### config.mk
export PLATFORM = sky130hd
export DESIGN_NAME = ring_frame_extractor_top_flat
export DESIGN_NICKNAME = d
export VERILOG_FILES = /design/src/design/rfx_pkg.sv /design/src/design/rfx_if.sv /design/src/design/rfx_ram.sv /design/src/design/ring_frame_extractor_top.sv /design/src/flat_wrapper.sv
export SDC_FILE = /design/constraint.sdc
export NUM_CORES = 1
export LEC_CHECK = 0
export BUFFER_PORTS_ARGS = -buffer_cell sky130_fd_sc_hd__buf_2
export CORE_MARGIN = 2
export CORE_UTILIZATION = 40
export CTS_BUF_LIST = sky130_fd_sc_hd__clkbuf_2 sky130_fd_sc_hd__clkbuf_4 sky130_fd_sc_hd__clkbuf_8
export DETAILED_ROUTE_END_ITERATION = 8
export GPL_ROUTABILITY_DRIVEN = 0
export PLACE_DENSITY_LB_ADDON = 0.05
export SLEW_MARGIN = 20
export SYNTH_ARGS = -nofsm -noshare
export SYNTH_HDL_FRONTEND = slang
export SYNTH_SLANG_ARGS = --single-unit
### constraint.sdc
create_clock -name clock -period 18.21 [get_ports clock]
set_input_delay 3.642 -clock clock [delete_from_list [all_inputs] [get_ports clock]]
set_output_delay 3.642 -clock clock [all_outputs]
set_load 0.02 [all_outputs]
### src/design/rfx_pkg.sv
// ----------------------------------------------------------------------------
// Ring frame extractor package
// Shared widths, codes and constants of the receive ring frame extractor.
// ----------------------------------------------------------------------------
package rfx_pkg;

   localparam int BYTE_W      = 8;
   localparam int COUNT_W     = 16;
   localparam int LAG_W       = 7;
   localparam int SID_W       = 3;
   localparam int CSR_IDX_W   = 1;
   localparam int CSR_DATA_W  = 7;
   localparam int FRAME_MAX   = 4;
   localparam int FRAME_IDX_W = 2;

   // Input function codes.
   localparam logic FUNC_BYTE = 1'b0;
   localparam logic FUNC_POLL = 1'b1;

   // Configuration register indexes.
   localparam logic [CSR_IDX_W-1:0] CSR_RESYNC_LAG = 1'b0;
   localparam logic [CSR_IDX_W-1:0] CSR_STREAM_ID  = 1'b1;

   localparam logic [LAG_W-1:0]   LAG_RESET = 7'd30;
   localparam logic [SID_W-1:0]   SID_RESET = 3'd0;

   localparam logic [BYTE_W-1:0]  CONSUMED    = 8'd255;
   localparam logic [BYTE_W:0]    HEADER_BASE = 9'd250;
   localparam logic [COUNT_W-1:0] COUNT_MAX   = 16'd65500;

endpackage

### src/design/rfx_if.sv
// ----------------------------------------------------------------------------
// Ring frame extractor channels
// Request and response channels with valid/ready handshake and payload.
// ----------------------------------------------------------------------------
interface rfx_req_if;
   logic                       valid;
   logic                       ready;
   logic                       func;
   logic [rfx_pkg::BYTE_W-1:0] rx_byte;

   modport source (output valid, output func, output rx_byte, input ready);
   modport sink   (input valid, input func, input rx_byte, output ready);
endinterface

interface rfx_rsp_if;
   logic                        valid;
   logic                        ready;
   logic                        frame_found;
   logic [rfx_pkg::BYTE_W-1:0]  payload0;
   logic [rfx_pkg::BYTE_W-1:0]  payload1;
   logic [rfx_pkg::BYTE_W-1:0]  payload2;
   logic [rfx_pkg::BYTE_W-1:0]  payload3;
   logic [rfx_pkg::COUNT_W-1:0] stall_total;
   logic [rfx_pkg::COUNT_W-1:0] overrun_total;

   modport source (output valid, output frame_found, output payload0, output payload1,
                   output payload2, output payload3, output stall_total,
                   output overrun_total, input ready);
   modport sink   (input valid, input frame_found, input payload0, input payload1,
                   input payload2, input payload3, input stall_total,
                   input overrun_total, output ready);
endinterface

### src/design/rfx_ram.sv
// ----------------------------------------------------------------------------
// Generic RAM
// One write port and one read port with registered read data.
// ----------------------------------------------------------------------------
module rfx_ram #(
   parameter int WIDTH = 8,
   parameter int DEPTH = 128
) (
   input  logic                     clock,
   input  logic                     wr_en,
   input  logic [$clog2(DEPTH)-1:0] wr_addr,
   input  logic [WIDTH-1:0]         wr_data,
   input  logic                     rd_en,
   input  logic [$clog2(DEPTH)-1:0] rd_addr,
   output logic [WIDTH-1:0]         rd_data
);

   logic [WIDTH-1:0] mem [DEPTH];

   always_ff @(posedge clock) begin
      if (wr_en) begin
         mem[wr_addr] <= wr_data;
      end
      if (rd_en) begin
         rd_data <= mem[rd_addr];
      end
   end

endmodule

### src/design/ring_frame_extractor_top.sv
// ----------------------------------------------------------------------------
// Ring frame extractor
// Receive ring with poll-driven frame extraction, stall and overrun counting.
// ----------------------------------------------------------------------------
// Byte arrival: written straight into the ring memory.
// Poll: a check of the read slot, then a scan in which each scanned and each payload
// byte takes a read and a write-back, then the result.
// One item is in work at a time; the next is taken once the result is registered.
// After reset a clearing pass zeroes the ring before any transfer is accepted;
// configuration writes are taken throughout.
module ring_frame_extractor_top #(
   parameter int RING_DEPTH  = 128,
   parameter int FRAME_BYTES = 4
) (
   input  logic                            clock,
   input  logic                            reset,
   rfx_req_if.sink                         req_chan,
   rfx_rsp_if.source                       rsp_chan,
   input  logic                            csr_wr_en,
   input  logic [rfx_pkg::CSR_IDX_W-1:0]   csr_index,
   input  logic [rfx_pkg::CSR_DATA_W-1:0]  csr_wr_data
);

   localparam int PTR_W      = $clog2(RING_DEPTH);
   localparam int STEP_LIMIT = 4 * RING_DEPTH + 16;
   localparam int STEP_W     = $clog2(STEP_LIMIT + 1);
   localparam logic [PTR_W-1:0] LAST_POS = PTR_W'(RING_DEPTH - 1);

   typedef enum logic [2:0] {
      ST_CLEAR,
      ST_IDLE,
      ST_CHECK,
      ST_SCAN_TEST,
      ST_SCAN_EVAL,
      ST_FRAME_READ,
      ST_FRAME_EVAL,
      ST_DONE
   } state_type;

   function automatic logic [PTR_W-1:0] wrap_inc(input logic [PTR_W-1:0] p);
      return (p == LAST_POS) ? '0 : p + 1'b1;
   endfunction

   // Forward distance from one ring position to another.
   function automatic logic [PTR_W-1:0] ring_dist(input logic [PTR_W-1:0] to_pos,
                                                  input logic [PTR_W-1:0] from_pos);
      logic [PTR_W:0] sum;
      sum = {1'b0, to_pos} + (PTR_W+1)'(RING_DEPTH) - {1'b0, from_pos};
      if (to_pos >= from_pos) begin
         sum = {1'b0, to_pos} - {1'b0, from_pos};
      end
      return sum[PTR_W-1:0];
   endfunction

   // The lag reduced into ring range by at most eight subtractions of RING_DEPTH.
   function automatic logic [PTR_W-1:0] lag_mod(input logic [rfx_pkg::LAG_W-1:0] lag);
      logic [rfx_pkg::LAG_W-1:0] v;
      v = lag;
      for (int k = 0; k < 8; k++) begin
         if (int'(v) >= RING_DEPTH) begin
            v = v - rfx_pkg::LAG_W'(RING_DEPTH);
         end
      end
      return PTR_W'(v);
   endfunction

   function automatic logic [rfx_pkg::COUNT_W-1:0] sat_inc(
      input logic [rfx_pkg::COUNT_W-1:0] c);
      return (c >= rfx_pkg::COUNT_MAX) ? rfx_pkg::COUNT_MAX : c + 1'b1;
   endfunction

   state_type                       state_ff, state_in;
   logic [PTR_W-1:0]                wp_ff, wp_in;
   logic [PTR_W-1:0]                rd_ff, rd_in;
   logic [PTR_W-1:0]                prev_wp_ff, prev_wp_in;
   logic [PTR_W-1:0]                clr_ff, clr_in;
   logic [rfx_pkg::COUNT_W-1:0]     stall_ff, stall_in;
   logic [rfx_pkg::COUNT_W-1:0]     overrun_ff, overrun_in;
   logic [rfx_pkg::BYTE_W-1:0]      hold_ff [rfx_pkg::FRAME_MAX];
   logic [rfx_pkg::BYTE_W-1:0]      hold_in [rfx_pkg::FRAME_MAX];
   logic [rfx_pkg::LAG_W-1:0]       lag_ff, lag_in;
   logic [rfx_pkg::SID_W-1:0]       sid_ff, sid_in;
   logic [STEP_W-1:0]               steps_ff, steps_in;
   logic [rfx_pkg::FRAME_IDX_W-1:0] fidx_ff, fidx_in;
   logic                            found_ff, found_in;
   logic                            rsp_valid_ff, rsp_valid_in;
   logic                            rsp_found_ff, rsp_found_in;
   logic [rfx_pkg::BYTE_W-1:0]      rsp_pay_ff [rfx_pkg::FRAME_MAX];
   logic [rfx_pkg::BYTE_W-1:0]      rsp_pay_in [rfx_pkg::FRAME_MAX];
   logic [rfx_pkg::COUNT_W-1:0]     rsp_stall_ff, rsp_stall_in;
   logic [rfx_pkg::COUNT_W-1:0]     rsp_overrun_ff, rsp_overrun_in;

   logic                            ram_we;
   logic [PTR_W-1:0]                ram_wr_addr;
   logic [rfx_pkg::BYTE_W-1:0]      ram_wr_data;
   logic                            ram_re;
   logic [PTR_W-1:0]                ram_rd_addr;
   logic [rfx_pkg::BYTE_W-1:0]      ram_rd_data;

   logic                            req_xfer;
   logic [rfx_pkg::BYTE_W:0]        header;
   logic [PTR_W-1:0]                pend_dist;
   logic [rfx_pkg::LAG_W-2:0]       half_lag;

   rfx_ram #(
      .WIDTH (rfx_pkg::BYTE_W),
      .DEPTH (RING_DEPTH)
   ) u_ring (
      .clock   (clock),
      .wr_en   (ram_we),
      .wr_addr (ram_wr_addr),
      .wr_data (ram_wr_data),
      .rd_en   (ram_re),
      .rd_addr (ram_rd_addr),
      .rd_data (ram_rd_data)
   );

   assign req_chan.ready = (state_ff == ST_IDLE);
   assign req_xfer       = req_chan.valid && req_chan.ready;
   assign header         = rfx_pkg::HEADER_BASE + (rfx_pkg::BYTE_W+1)'(sid_ff);
   assign pend_dist      = ring_dist(wp_ff, rd_ff);
   assign half_lag       = lag_ff[rfx_pkg::LAG_W-1:1];

   assign rsp_chan.valid         = rsp_valid_ff;
   assign rsp_chan.frame_found   = rsp_found_ff;
   assign rsp_chan.payload0      = rsp_pay_ff[0];
   assign rsp_chan.payload1      = rsp_pay_ff[1];
   assign rsp_chan.payload2      = rsp_pay_ff[2];
   assign rsp_chan.payload3      = rsp_pay_ff[3];
   assign rsp_chan.stall_total   = rsp_stall_ff;
   assign rsp_chan.overrun_total = rsp_overrun_ff;

   always_comb begin
      state_in       = state_ff;
      wp_in          = wp_ff;
      rd_in          = rd_ff;
      prev_wp_in     = prev_wp_ff;
      clr_in         = clr_ff;
      stall_in       = stall_ff;
      overrun_in     = overrun_ff;
      hold_in        = hold_ff;
      lag_in         = lag_ff;
      sid_in         = sid_ff;
      steps_in       = steps_ff;
      fidx_in        = fidx_ff;
      found_in       = found_ff;
      rsp_valid_in   = rsp_valid_ff && !rsp_chan.ready;
      rsp_found_in   = rsp_found_ff;
      rsp_pay_in     = rsp_pay_ff;
      rsp_stall_in   = rsp_stall_ff;
      rsp_overrun_in = rsp_overrun_ff;
      ram_we         = 1'b0;
      ram_wr_addr    = rd_ff;
      ram_wr_data    = rfx_pkg::CONSUMED;
      ram_re         = 1'b0;
      ram_rd_addr    = rd_ff;

      if (csr_wr_en) begin
         unique case (csr_index)
            rfx_pkg::CSR_RESYNC_LAG: lag_in = csr_wr_data;
            rfx_pkg::CSR_STREAM_ID:  sid_in = csr_wr_data[rfx_pkg::SID_W-1:0];
            default: ;
         endcase
      end

      unique case (state_ff)
         ST_CLEAR: begin
            ram_we      = 1'b1;
            ram_wr_addr = clr_ff;
            ram_wr_data = '0;
            clr_in      = clr_ff + 1'b1;
            if (clr_ff == LAST_POS) begin
               state_in = ST_IDLE;
            end
         end
         ST_IDLE: begin
            if (req_xfer) begin
               if (req_chan.func == rfx_pkg::FUNC_BYTE) begin
                  ram_we      = 1'b1;
                  ram_wr_addr = wp_ff;
                  ram_wr_data = req_chan.rx_byte;
                  wp_in       = wrap_inc(wp_ff);
               end else begin
                  // The intact-reader test looks at the read slot, or at the slot
                  // after the writer when the two positions meet.
                  ram_re      = 1'b1;
                  ram_rd_addr = (wp_ff != rd_ff) ? rd_ff : wrap_inc(wp_ff);
                  state_in    = ST_CHECK;
               end
            end
         end
         ST_CHECK: begin
            steps_in = '0;
            found_in = 1'b0;
            if (ram_rd_data == rfx_pkg::CONSUMED) begin
               if (wp_ff != rd_ff && wp_ff != prev_wp_ff) begin
                  stall_in = '0;
               end else begin
                  stall_in = sat_inc(stall_ff);
               end
            end else begin
               overrun_in = sat_inc(overrun_ff);
               rd_in      = ring_dist(wp_ff, lag_mod(lag_ff));
            end
            state_in = ST_SCAN_TEST;
         end
         ST_SCAN_TEST: begin
            if (int'(steps_ff) >= STEP_LIMIT ||
                int'(pend_dist) <= int'(half_lag)) begin
               state_in = ST_DONE;
            end else begin
               steps_in    = steps_ff + 1'b1;
               rd_in       = wrap_inc(rd_ff);
               ram_re      = 1'b1;
               ram_rd_addr = wrap_inc(rd_ff);
               state_in    = ST_SCAN_EVAL;
            end
         end
         ST_SCAN_EVAL: begin
            ram_we = 1'b1;
            if ({1'b0, ram_rd_data} == header) begin
               fidx_in  = '0;
               state_in = ST_FRAME_READ;
            end else begin
               state_in = ST_SCAN_TEST;
            end
         end
         ST_FRAME_READ: begin
            rd_in       = wrap_inc(rd_ff);
            ram_re      = 1'b1;
            ram_rd_addr = wrap_inc(rd_ff);
            state_in    = ST_FRAME_EVAL;
         end
         ST_FRAME_EVAL: begin
            ram_we           = 1'b1;
            hold_in[fidx_ff] = ram_rd_data;
            if (fidx_ff == rfx_pkg::FRAME_IDX_W'(FRAME_BYTES - 1)) begin
               found_in = 1'b1;
               // Stop after a frame unless at least half the ring is pending.
               if (int'(pend_dist) < RING_DEPTH / 2) begin
                  state_in = ST_DONE;
               end else begin
                  state_in = ST_SCAN_TEST;
               end
            end else begin
               fidx_in  = fidx_ff + 1'b1;
               state_in = ST_FRAME_READ;
            end
         end
         ST_DONE: begin
            if (!rsp_valid_ff || rsp_chan.ready) begin
               prev_wp_in     = wp_ff;
               rsp_valid_in   = 1'b1;
               rsp_found_in   = found_ff;
               rsp_pay_in     = hold_ff;
               rsp_stall_in   = stall_ff;
               rsp_overrun_in = overrun_ff;
               state_in       = ST_IDLE;
            end
         end
         default: state_in = ST_IDLE;
      endcase
   end

   always_ff @(posedge clock) begin
      if (reset) begin
         state_ff     <= ST_CLEAR;
         wp_ff        <= '0;
         rd_ff        <= '0;
         prev_wp_ff   <= '0;
         clr_ff       <= '0;
         stall_ff     <= '0;
         overrun_ff   <= '0;
         hold_ff      <= '{default: '0};
         lag_ff       <= rfx_pkg::LAG_RESET;
         sid_ff       <= rfx_pkg::SID_RESET;
         steps_ff     <= '0;
         fidx_ff      <= '0;
         found_ff     <= 1'b0;
         rsp_valid_ff <= 1'b0;
      end else begin
         state_ff     <= state_in;
         wp_ff        <= wp_in;
         rd_ff        <= rd_in;
         prev_wp_ff   <= prev_wp_in;
         clr_ff       <= clr_in;
         stall_ff     <= stall_in;
         overrun_ff   <= overrun_in;
         hold_ff      <= hold_in;
         lag_ff       <= lag_in;
         sid_ff       <= sid_in;
         steps_ff     <= steps_in;
         fidx_ff      <= fidx_in;
         found_ff     <= found_in;
         rsp_valid_ff <= rsp_valid_in;
      end
      rsp_found_ff   <= rsp_found_in;
      rsp_pay_ff     <= rsp_pay_in;
      rsp_stall_ff   <= rsp_stall_in;
      rsp_overrun_ff <= rsp_overrun_in;
   end

   // The ring memory is never read and written in the same cycle, so no
   // forwarding between its ports is needed.
   a_no_port_overlap: assert property (@(posedge clock) disable iff (reset)
      !(ram_we && ram_re))
      else $error("ring memory read and write in the same cycle");

   a_counts_saturate: assert property (@(posedge clock) disable iff (reset)
      stall_ff <= rfx_pkg::COUNT_MAX && overrun_ff <= rfx_pkg::COUNT_MAX)
      else $error("stall or overrun count beyond saturation");

   a_poll_starts_check: assert property (@(posedge clock) disable iff (reset)
      req_xfer && req_chan.func == rfx_pkg::FUNC_POLL |=> state_ff == ST_CHECK)
      else $error("poll transfer did not start the ring check");

   a_frame_index_range: assert property (@(posedge clock) disable iff (reset)
      (state_ff == ST_FRAME_READ || state_ff == ST_FRAME_EVAL) |->
         int'(fidx_ff) < FRAME_BYTES)
      else $error("frame byte index beyond frame length");

endmodule

### src/flat_wrapper.sv
// flat-port wrapper written by rule: the top's interface ports become plain ports
module ring_frame_extractor_top_flat 
#(
   parameter int RING_DEPTH  = 128,
   parameter int FRAME_BYTES = 4
)
  (clock, reset, csr_wr_en, csr_index, csr_wr_data, req_chan_valid, req_chan_func, req_chan_rx_byte, req_chan_ready, rsp_chan_valid, rsp_chan_frame_found, rsp_chan_payload0, rsp_chan_payload1, rsp_chan_payload2, rsp_chan_payload3, rsp_chan_stall_total, rsp_chan_overrun_total, rsp_chan_ready);
  rfx_req_if req_chan_i ();
  rfx_rsp_if rsp_chan_i ();
  input  logic clock;
  input  logic reset;
  input  logic csr_wr_en;
  input  logic [rfx_pkg::CSR_IDX_W-1:0] csr_index;
  input  logic [rfx_pkg::CSR_DATA_W-1:0] csr_wr_data;
  input wire logic [$bits(req_chan_i.valid)-1:0] req_chan_valid;
  input wire logic [$bits(req_chan_i.func)-1:0] req_chan_func;
  input wire logic [$bits(req_chan_i.rx_byte)-1:0] req_chan_rx_byte;
  output wire logic [$bits(req_chan_i.ready)-1:0] req_chan_ready;
  output wire logic [$bits(rsp_chan_i.valid)-1:0] rsp_chan_valid;
  output wire logic [$bits(rsp_chan_i.frame_found)-1:0] rsp_chan_frame_found;
  output wire logic [$bits(rsp_chan_i.payload0)-1:0] rsp_chan_payload0;
  output wire logic [$bits(rsp_chan_i.payload1)-1:0] rsp_chan_payload1;
  output wire logic [$bits(rsp_chan_i.payload2)-1:0] rsp_chan_payload2;
  output wire logic [$bits(rsp_chan_i.payload3)-1:0] rsp_chan_payload3;
  output wire logic [$bits(rsp_chan_i.stall_total)-1:0] rsp_chan_stall_total;
  output wire logic [$bits(rsp_chan_i.overrun_total)-1:0] rsp_chan_overrun_total;
  input wire logic [$bits(rsp_chan_i.ready)-1:0] rsp_chan_ready;
  assign req_chan_i.valid = req_chan_valid;
  assign req_chan_i.func = req_chan_func;
  assign req_chan_i.rx_byte = req_chan_rx_byte;
  assign req_chan_ready = req_chan_i.ready;
  assign rsp_chan_valid = rsp_chan_i.valid;
  assign rsp_chan_frame_found = rsp_chan_i.frame_found;
  assign rsp_chan_payload0 = rsp_chan_i.payload0;
  assign rsp_chan_payload1 = rsp_chan_i.payload1;
  assign rsp_chan_payload2 = rsp_chan_i.payload2;
  assign rsp_chan_payload3 = rsp_chan_i.payload3;
  assign rsp_chan_stall_total = rsp_chan_i.stall_total;
  assign rsp_chan_overrun_total = rsp_chan_i.overrun_total;
  assign rsp_chan_i.ready = rsp_chan_ready;
  ring_frame_extractor_top #(.RING_DEPTH(RING_DEPTH), .FRAME_BYTES(FRAME_BYTES)) u_core (.clock(clock), .reset(reset), .req_chan(req_chan_i), .rsp_chan(rsp_chan_i), .csr_wr_en(csr_wr_en), .csr_index(csr_index), .csr_wr_data(csr_wr_data));
endmodule
==> impl_metrics.tcl, run 1 <==
set metrics [dict create \
    status "complete, no violations" \
    power.share.sequential_pct 53.7 \
    synth.area.top_cells "edfxtp_1 65%, dfxtp_1 4.7%, a211oi_1 4.1%" \
    dp_hpwl_um 93400 \
    grt.overflow.total 0 \
    num_vias 34000 \
    cts_sinks 1216 \
    setup_viol 0 \
    first_pass_iters 6 \
    routed_wl_um 160000 \
    worst_pin_slew_ns 1.16 \
    reg2reg_setup_slack_ns 10.21 \
    switchingPower_mw 1.19 \
    slew_headroom_pct 22.2 \
    cp-endpoint "u_core.u_ring.rd_data[1]" \
    fin_tns_setup_ns 0 \
    finalClockSkew_ns 0.0472 \
    internal_power_mw 4.41 \
    clkLatencyLatePin_ns 0.93 \
    cp_max_fo 86 \
    postCtsSetupBuffers 0 \
    post_cts_resized 0 \
    whs_ns 0.422 \
    die_x_um 360 \
    switching_share_pct 21.3 \
    cap_violations 0 \
    comb_power_share_pct 1.0 \
    hold_viol 0 \
    grt_max_degree 159 \
    r2r_end "u_core.u_ring.rd_data[1]" \
    synth_top_cell_area_share_pct 65.1 \
    critical_path_required_ns 18.91 \
    crit_path_start_kind "input pin" \
    p_clk_share_pct 45.3 \
    ctsHtreeMaxLevel 4 \
    yosysSeqAreaShare_pct 69.9 \
    initial_core_util_pct 40.3 \
    rsz0062_at_grt "no" \
    area_delta_synth_final_pct 12.6 \
    viasPerCell 5.77 \
    rows 130 \
    path_class "input pin to flip-flop" \
    synth_seq_cells 1216 \
    portBuffers 88 \
    final_max_slew_viol_count 0 \
    synthCells 3978 \
    end_kind "flip-flop" \
    ant_nets 0 \
    r2r_start "u_core.wp_ff[0]" \
    synth_common_cells "1,097 x edfxtp_1, 524 x nand2_1, 278 x a211oi_1, 258 x nand3_1, 249 x nor2_1" \
    antenna_found_initial 6 \
    vdd_ir_drop_max_mv 0.0764 \
    cts_tree "built" \
    post-route-period-util_pct 48.3 \
    dpl.cell_count 5506 \
    dieHeight_um 360 \
    reg2regPathDepth 21 \
    fmax_mhz 114 \
    first_global_vias 33200 \
    grt_util_all_layers_pct 24.3 \
    grt_first_pass_wirelength_um 233000 \
    cts_max_path_buffers 3 \
    avgSynthCellArea_sq_um 12.7 \
    fin_nets 4120 \
    clk_pin_slew_ns 0.06 \
    power.density_mw_per_mm2 98.3 \
    cp-startpoint "req_chan_func" \
    pin_count 89 \
    arrival_ns 9.50 \
    routedWlPerCell_um 27.1 \
    layoutNonFillerInstCount 5888 \
    final.min_clock_period_ns 8.80 \
    cts_buffers 206 \
    postCtsHoldBufs 0 \
    synth_warnings 0 \
    final_area_sq_mm 0.0570 \
    synth_cell_types 75 \
    synth_top_area_cell "edfxtp_1" \
    post-synth-top-count-cell "edfxtp_1" \
    die_area_sq_mm 0.129 \
    synth_edf_count 1097 \
    placed_cell_area_sq_mm 0.0527 \
    drive_gt1_share_pct 13.5 \
    syn-num-nets 4034 \
    drc 0 \
    min_path_type "flip-flop to flip-flop" \
    leakagePower_nw 19.1 \
    synthArstFlopShare_pct 0 \
    coreArea_sq_mm 0.126 \
    drt_iter0_markers 3111 \
    syn_area_sq_mm 0.0506 \
    ys.flop_type "edfxtp_1" \
    cts_root_buf "clkbuf_8" \
]
-- registers in the layout, indices dropped and copies added, names as in the netlist, 8 cells and up --
name                           count
u_core.hold_ff                    32
u_core.rsp_chan.payload1           8
u_core.rsp_chan.payload0           8
u_core.rsp_chan.overrun_total     16
u_core.rsp_chan.stall_total       16
u_core.steps_ff                   10
u_core.overrun_ff                 16
u_core.rsp_chan.payload3           8
u_core.stall_ff                   16
u_core.u_ring.mem               1024
u_core.u_ring.rd_data              8
u_core.rsp_chan.payload2           8
-- power groups by stage --
| stage | Clock (mW) | Sequential (mW) | Combinational, mW |
|---|---|---|---|
| final | 2.54 | 3.01 | 0.0565 |
| after global routing | 2.71 | 3.01 | 0.0602 |
| after CTS | 2.59 | 3.01 | 0.0559 |
| after detailed placement | 0 | 3.07 | 0.0556 |
| after global placement | 0 | 3.07 | 0.0555 |
| after floorplan | 0 | 3.07 | 0.0299 |
-- worst min path at each step --
stage	from	end	slack, ns	depth (start not counted)
6_report	u_core.hold_ff[5]	u_core.rsp_chan.payload3[5]	0.42	0
5_1_grt	u_core.hold_ff[10]	u_core.rsp_chan.payload2[2]	0.43	0
4_1_cts	u_core.hold_ff[5]	u_core.rsp_chan.payload3[5]	0.43	0
3_5_place_dp	u_core.hold_ff[23]	u_core.rsp_chan.payload1[7]	0.42	0
3_3_place_gp	u_core.hold_ff[21]	u_core.rsp_chan.payload1[5]	0.41	0
2_1_floorplan	u_core.hold_ff[24]	u_core.rsp_chan.payload0[0]	0.41	0
-- placed cells by master, fill, tap and decap left out, types with 12 or more instances in the layout --
master,instances
o2111ai_1,15
inv_1,33
o21a_1,12
nor2b_1,13
nand4_1,22
a31oi_1,173
dfxtp_1,119
clkbuf_4,71
xnor2_1,23
clkinv_2,25
nor3_1,27
o22a_1,35
o211ai_1,17
o21ai_0,139
and3_1,239
clkinv_1,40
edfxtp_1,1097
nand3_1,257
buf_4,77
nor2_1,240
xor2_1,29
buf_2,95
a211oi_1,278
o22ai_1,46
ha_1,32
a21oi_1,120
clkbuf_8,215
nand2_1,523
-- cells by family after synthesis --
logic type,after synthesis,share of synthesized area [%]
buf+inv,331,2.78
compound gates,945,12.6
mux,12,0.250
xor+xnor,53,0.955
simple gates,1387,12.7
flops,1216,69.9
fa+ha+maj,34,0.871
-- per-stage QoR --
stage	power (mW)	util (%)	worst slack (ns)
floorplan	3.10	-	9.98
global placement	3.12	41.9	7.88
detailed placement	3.12	42.0	8.56
CTS	5.65	45.3	9.55
global route	5.78	45.4	9.25
finish	5.60	45.4	9.41
-- layer usage --
layer  vias up  GRT usage, %  share of wire (%)
met4         0          7.93                2.8
met2      1135          39.1                 47
met3       237          4.18                5.8
met1     17200          33.4                 44
met5         -             0                  0
li1      15400             -                  -
-- area by class of cell --
cell class              instances  area [sq um]
fillers                     11700         68600
clock buffers                 286          3490
flip-flops and latches       1216         35300
repair buffers                176          1120
well taps                    1650          2060
inverters                      33           124
diodes                          6          15.0
clock inverters                90           736
multi-input cells            2431         14100
-- worst max-delay path, stage by stage --
cell,delay (ns)
buf_2,0.12
nand4_1,0.16
nor3_1,0.32
o21a_1,0.16
a21boi_0,0.60
a21o_4,0.85
buf_4,0.63
buf_4,0.80
nand3_1,0.16
nand3_1,0.13
a211oi_1,0.19
a2111oi_0,0.96
a31oi_1,0.20
a2111oi_1,0.41
Note: power is estimated with default switching activity, not from simulation.
==> run 2, diff against run 1 <==
==> constraint.sdc (replaced) <==
create_clock -name clock -period 8.1 [get_ports clock]
set_input_delay 1.62 -clock clock [delete_from_list [all_inputs] [get_ports clock]]
set_output_delay 1.62 -clock clock [all_outputs]
set_load 0.02 [all_outputs]
==> impl_metrics.tcl, run 2 (synthesized netlist as in run 1, its figures left out) <==
set metrics [dict create \
    postCtsHoldBufs 0 \
    top_regs "u_core.u_ring.mem: 1024 flops, u_core.hold_ff: 32 flops" \
    leakagePower_nw 19.1 \
    coreArea_sq_mm 0.126 \
    path_class "flip-flop to flip-flop" \
    drc 0 \
    cts_tree "built" \
    whs_ns 0.422 \
    total_power_mw 12.4 \
    max_flop_register "u_core.u_ring.mem" \
    min_path_type "flip-flop to flip-flop" \
    antenna_found_initial 4 \
    pin_count 89 \
    drive_gt1_share_pct 13.5 \
    portBuffers 88 \
    routedWlPerCell_um 27.5 \
    layoutNonFillerInstCount 5911 \
    status "complete, no violations" \
    ctsHtreeMaxLevel 4 \
    grt_util_all_layers_pct 24.9 \
    final_max_slew_viol_count 0 \
    dpl.cell_count 5520 \
    die_area_sq_mm 0.129 \
    arrival_ns 8.12 \
    cp_max_fo 15 \
    die_x_um 360 \
    nFillCells 11500 \
    power.density_mw_per_mm2 217 \
    area_delta_synth_final_pct 12.9 \
    clk_pin_slew_ns 0.06 \
    fmax_mhz 134 \
    layout_common_cells "1,097 x edfxtp_1, 519 x nand2_1, 278 x a211oi_1" \
    grt_first_pass_wirelength_um 239000 \
    rows 130 \
    post-route-period-util_pct 91.8 \
    first_pass_iters 6 \
    dp_hpwl_um 96000 \
    cts_root_buf "clkbuf_8" \
    pre_cts_ws_ns 0.995 \
    cts_sinks 1216 \
    worst_pin_slew_ns 1.20 \
    viasPerCell 5.84 \
    regArea_sq_mm 0.0353 \
    slew_headroom_pct 19.4 \
    clkLatencyLatePin_ns 0.94 \
    routed_wl_um 163000 \
    dieHeight_um 360 \
    grt_max_degree 129 \
    first_global_vias 33500 \
    drt_iter0_markers 3463 \
    cts_max_path_buffers 3 \
    rsz0062_at_grt "no" \
    ant_nets 0 \
    hold_viol 0 \
    multi_input_comb_area_sq_mm 0.0140 \
    end_kind "flip-flop" \
    num_vias 34500 \
    critical_path_required_ns 8.78 \
    vdd_ir_drop_max_mv 0.185 \
    fin_nets 4134 \
    final.min_clock_period_ns 7.44 \
    setup_viol 0 \
    grt.overflow.total 0 \
    crit_path_start_kind "flip-flop" \
    largest_reg_flops 1024 \
    layout_commonest_cell "edfxtp_1" \
    post_cts_resized 0 \
    finalClockSkew_ns 0.0371 \
    fin_tns_setup_ns 0 \
    initial_core_util_pct 40.3 \
    timing.final.ws_setup_ns 0.663 \
    cts_buffers 206 \
    postCtsSetupBuffers 0 \
    cap_violations 0 \
]
run 2: cell type report:
cell class                 instances  area share (%)
multi-input combinational       2431            24.6
clock inverter                    97            1.00
antenna                            3          0.0131
sequential                      1216            61.9
clock buffer                     291            6.15
timing repair buffer             190            2.58
inverter                          33           0.217
tap                             1650            3.62
run 2: through the flow:
step | area [sq um] | utilization, %
2_1_floorplan | 50600 | -
3_3_place_gp | 53000 | 42.2
3_5_place_dp | 53000 | 42.2
4_1_cts | 57100 | 45.5
5_1_grt | 57100 | 45.5
6_report | 57100 | 45.5
run 2: per-layer routing:
metal / vias to the layer above / wire length (um) / track usage, %
li1: 15500 / - / -
met1: 17500 / 72600 / 35.0
met2: 1307 / 74600 / 38.5
met3: 263 / 10200 / 4.70
met4: 0 / 5300 / 9.31
met5: - / 0 / 0
run 2: power breakdown:
| group | internal (mW) | switching [mW] |
|---|---|---|
| logic | 0.0332 | 0.101 |
| clock network | 2.90 | 2.58 |
| registers | 6.76 | 0.00700 |
| total | 9.70 | 2.69 |
run 2: final timing paths:
| kind | start | to | slack, ns | depth (start not counted) |
|---|---|---|---|---|
| max | u_core.rd_ff[1] | u_core.u_ring.rd_data[7] | 0.66 | 19 |
| max reg2reg | u_core.rd_ff[1] | u_core.u_ring.rd_data[7] | 0.66 | 19 |
| min reg2reg | u_core.hold_ff[24] | u_core.rsp_chan.payload0[0] | 0.42 | 0 |
| min | u_core.hold_ff[24] | u_core.rsp_chan.payload0[0] | 0.42 | 0 |
run 2: worst max-delay path: stages, from the launching register on:
cell       delay, ns
dfxtp_1         0.57
inv_1           0.16
ha_1            0.34
a21o_1          0.16
a21oi_1         0.24
o21bai_1        0.09
a21oi_1         0.18
xnor2_1         0.08
ha_1            0.30
nand3_1         0.09
or2_2           0.32
o21a_1          0.14
o31a_1          0.40
o21ai_0         0.58
o31a_1          0.35
nand2_1         0.58
nand3_1         1.07
o22ai_1         0.22
or4_1           0.74
a2111oi_1       0.54
